--- src/rtl/prba_pkg.sv ---
package prba_pkg;

	localparam int ADDR_W      = 32;
	localparam int FRAME_W     = 20;
	localparam int COUNT_W     = 13;
	localparam int COUNT_RESET = 4096;
	localparam int PAGE_SHIFT  = 12;
	localparam int WORD_BITS   = 64;
	localparam int WB_W        = 6;
	localparam int STEP_BITS   = 8;
	localparam int SB_W        = 3;
	localparam int IN_DATA_W   = 48;
	localparam int OUT_DATA_W  = 40;

	typedef enum logic {
		KIND_ALLOC = 1'b0,
		KIND_FREE  = 1'b1
	} kind_t;

	typedef enum logic [1:0] {
		ST_OK       = 2'd0,
		ST_NOSPACE  = 2'd1,
		ST_BADCOUNT = 2'd2,
		ST_OUTSIDE  = 2'd3
	} status_t;

	typedef enum logic [1:0] {
		REG_POOL0_BASE  = 2'd0,
		REG_POOL1_BASE  = 2'd1,
		REG_POOL0_COUNT = 2'd2,
		REG_POOL1_COUNT = 2'd3
	} reg_idx_t;

	typedef struct packed {
		logic               found;
		logic [SB_W-1:0]    pos;
		logic [COUNT_W-1:0] run;
	} scan_res_t;

endpackage

--- src/rtl/prba_scan.sv ---
module prba_scan (
	input  logic [prba_pkg::STEP_BITS-1:0] lane_bits,
	input  logic [prba_pkg::STEP_BITS-1:0] lane_en,
	input  logic [prba_pkg::COUNT_W-1:0]   run_in,
	input  logic [prba_pkg::COUNT_W-1:0]   count,
	output prba_pkg::scan_res_t            res
);

	always_comb begin
		logic [prba_pkg::COUNT_W-1:0] run;
		logic                         found;
		logic [prba_pkg::SB_W-1:0]    pos;
		run   = run_in;
		found = 1'b0;
		pos   = '0;
		for (int k = 0; k < prba_pkg::STEP_BITS; k++) begin
			if (lane_en[k] && !found) begin
				if (lane_bits[k]) begin
					run = '0;
				end else begin
					run = run + 1'b1;
					if (run == count) begin
						found = 1'b1;
						pos   = prba_pkg::SB_W'(k);
					end
				end
			end
		end
		res.found = found;
		res.pos   = pos;
		res.run   = run;
	end

endmodule

--- config.mk ---
export PLATFORM = sky130hd
export DESIGN_NAME = prba_scan
export DESIGN_NICKNAME = d
export VERILOG_FILES = /design/src/rtl/prba_pkg.sv /design/src/rtl/prba_scan.sv
export SDC_FILE = /design/constraint.sdc
export NUM_CORES = 1
export LEC_CHECK = 0
export BUFFER_PORTS_ARGS = -buffer_cell sky130_fd_sc_hd__buf_4
export CAP_MARGIN = 0
export CORE_MARGIN = 2
export CORE_UTILIZATION = 60
export DETAILED_ROUTE_END_ITERATION = 10
export MAX_ROUTING_LAYER = met4
export PLACE_DENSITY_LB_ADDON = 0.2
export SYNTH_ARGS = -nofsm -noshare
export SYNTH_HDL_FRONTEND = slang
export SYNTH_SLANG_ARGS = --single-unit
--- constraint.sdc ---
create_clock -name vclk -period 37.1
set_clock_uncertainty 0.2 [all_clocks]
set_input_delay 5.565 -clock vclk [all_inputs]
set_output_delay 5.565 -clock vclk [all_outputs]
set_load 0.03 [all_outputs]
==> flow_metrics.env <==
export IMPL_status="finished, final reports clean"
export IMPL_p_leak_uw=0.00322
export IMPL_seq_cell_count=0
export IMPL_p_seq_share_pct=0
export IMPL_critical_path_peak_fanout=31
export IMPL_hold_ws_ns=11.35
export IMPL_worstPathRequired_ns=31.33
export IMPL_dp_hpwl_mm=28.0
export IMPL_wl_per_cell_um=23.3
export IMPL_rows=45
export IMPL_drc=0
export IMPL_endpoint_kind="output port"
export IMPL_die_x_um=130
export IMPL_avgSynthCellArea_sq_um=6.80
export IMPL_drv_cap=0
export IMPL_syn_nets=1445
export IMPL_crit_top_cell="ha_1"
export IMPL_setup_ws_ns=12.70
export IMPL_vias_per_cell=7.48
export IMPL_antenna_left=0
export IMPL_ys_types=121
export IMPL_min_period_ns=24.40
export IMPL_intPower_uw=57.3
export IMPL_tns_ns=0
export IMPL_areaGrowthSynthToFinish_pct=3.20
export IMPL_grt_util_met1_pct=61.8
export IMPL_grt_pass1_wl_mm=57.5
export IMPL_fin_util_pct=64.0
export IMPL_postSynthCellCount=1395
export IMPL_post_place_ws_ns=13.10
export IMPL_grt_use_met2_pct=64.5
export IMPL_grt_total_usage_pct=43.5
export IMPL_yosysWarnings=0
export IMPL_drive_gt1_share_pct=14.2
export IMPL_start_util_pct=62.0
export IMPL_rsz0062_at_grt="no"
export IMPL_cp_slowest_cell="a31oi_4"
export IMPL_clkPwrFrac_pct=0
export IMPL_ys_seq_area_share_pct=0
export IMPL_clock_buffer_count=0
export IMPL_hp_class="in2out"
export IMPL_cp_arrival_ns=18.64
export IMPL_power_frac_comb_pct=100.0
export IMPL_critPathMaxStageDelay_ns=0.92
export IMPL_ctsResizeCount=0
export IMPL_postCtsHoldBufs=0
export IMPL_critPathCapture="res[15]"
export IMPL_max_freq_ghz=0.0410
export IMPL_power_density_nw_per_um2=16.5
export IMPL_core_area_sq_um=15300
export IMPL_critPathKind="in2out"
export IMPL_tightest_slew_ns=1.10
export IMPL_grt_pass1_vias=10282
export IMPL_syn_cell_area_sq_um=9490
export IMPL_port_buffers=59
export IMPL_fin_crit_sh_pct=65.8
export IMPL_peakVddDrop_v=0.0000154
export IMPL_max_slew_margin_rel_pct=26.8
export IMPL_vias=11816
export IMPL_die_area_sq_um=16800
export IMPL_swShare_pct=64.6
export IMPL_grt_busiest_layer="met2"
export IMPL_startpoint_type="input pin"
export IMPL_dr_pass1_iters=8
export IMPL_grt_max_degree=32
export IMPL_grt_ovfl_total=0
export IMPL_setup_violations=0
export IMPL_total_power_uw=162
export IMPL_fillers=1485
export IMPL_antenna_cells=0
export IMPL_place_gp_congestion=1.03
export IMPL_antenna_found_initial=0
export IMPL_maxSlewViolCount=0
export IMPL_hold_viol=0
export IMPL_critPathLaunch="run_in[0]"
export IMPL_drt_iter0_drc=1715
export IMPL_fp_dieH_um=130
export IMPL_ios=59
export IMPL_fin_nets=1420
export IMPL_switchingPower_uw=104
export IMPL_postCtsSetupRepairBufs=0
export IMPL_drt_wl_total_mm=36.8
export IMPL_final_seq_area_sq_um=0
export IMPL_globalRouteMet3Util_pct=5.90
-- layout by cell type (no fill, tap or decap), types with 29 or more instances in the layout --
cell type,netlist,final
nand3_1,59,59
and3_1,29,29
o21ai_0,48,48
nor2_1,114,114
nand4_1,31,31
nor4_1,39,38
xnor2_1,95,95
nand2_1,100,100
xor2_1,34,34
buf_4,7,69
nor3_1,66,66
a21oi_1,94,94
-- metal layers --
layer,up-vias,wire length (um)
li1,5389,-
met2,874,15500
met3,112,4690
met4,0,1220
met1,5441,15400
met5,-,0
-- cell type report --
cell class	count	area [sq um]	area share (%)
Tap cell	211	264	2.70
Timing Repair Buffer	70	523	5.34
Multi-Input combinational cell	1271	8910	90.9
Inverter	27	101	1.03
-- Yosys cell counts, types with 11 or more instances --
| master | n | area share (%) |
|---|---|---|
| nor2_1 | 114 | 4.5 |
| nand2_1 | 100 | 4.0 |
| xnor2_1 | 95 | 8.8 |
| a21oi_1 | 94 | 5.0 |
| nor3_1 | 66 | 3.5 |
| nand3_1 | 59 | 3.1 |
| o21ai_0 | 48 | 2.5 |
| clkbuf_1 | 46 | 1.8 |
| nor4_1 | 39 | 2.6 |
| xor2_1 | 34 | 3.1 |
| buf_2 | 31 | 1.6 |
| nand4_1 | 31 | 2.0 |
| and3_1 | 29 | 1.9 |
| and2_1 | 28 | 1.8 |
| inv_1 | 27 | 1.1 |
| o22ai_1 | 26 | 1.7 |
| or3_1 | 26 | 1.7 |
| a211oi_1 | 22 | 1.7 |
| a31oi_1 | 22 | 1.5 |
| o211ai_1 | 22 | 1.7 |
| o31ai_1 | 19 | 1.5 |
| o21ai_1 | 17 | 0.90 |
| mux2i_1 | 16 | 1.7 |
| nand2b_1 | 15 | 0.99 |
| and4_1 | 12 | 1.1 |
| nor2b_1 | 12 | 0.79 |
| nor3_2 | 12 | 1.3 |
| o21a_1 | 12 | 0.95 |
| or2_2 | 11 | 0.73 |
-- power groups by stage --
stage	clock network (uW)	registers, uW	logic (uW)
2_1_floorplan	0	0	119
3_3_place_gp	0	0	155
3_5_place_dp	0	0	155
4_1_cts	0	0	156
5_1_grt	0	0	172
6_report	0	0	162
-- worst min path at each step --
stage | start | to | slack, ns | cells past startpoint
finish | lane_bits[7] | res[2] | 11.35 | 3
global route | lane_bits[7] | res[2] | 11.37 | 3
CTS | lane_bits[7] | res[4] | 11.35 | 3
detailed placement | lane_bits[7] | res[2] | 11.35 | 3
global placement | lane_bits[7] | res[8] | 11.35 | 3
floorplan | lane_bits[7] | res[4] | 11.13 | 1
-- cell families after synthesis --
group,after synthesis,share of synthesized area [%]
XOR/XNOR,132,12.6
AND/OR/NAND/NOR,640,39.5
adder cells (fa/ha/maj),8,1.05
buffers and inverters,124,6.22
multiplexers,31,3.82
AO/OA/AOI/OAI,460,36.8
-- stage by stage --
stage               instances  area (sq um)
finish                   1579          9790
global route             1579          9790
CTS                      1578          9790
detailed placement       1578          9790
global placement         1578          9790
floorplan                1395          9490
-- critical path, delay by kind of cell --
kind / cells / cell delay (ns)
simple gates: 20 / 5.84
compound gates: 15 / 4.29
fa+ha+maj: 4 / 1.18
xor+xnor: 3 / 0.71
mux: 2 / 0.53
buf+inv: 3 / 0.50
No activity file was read; power rests on OpenSTA's default activity.
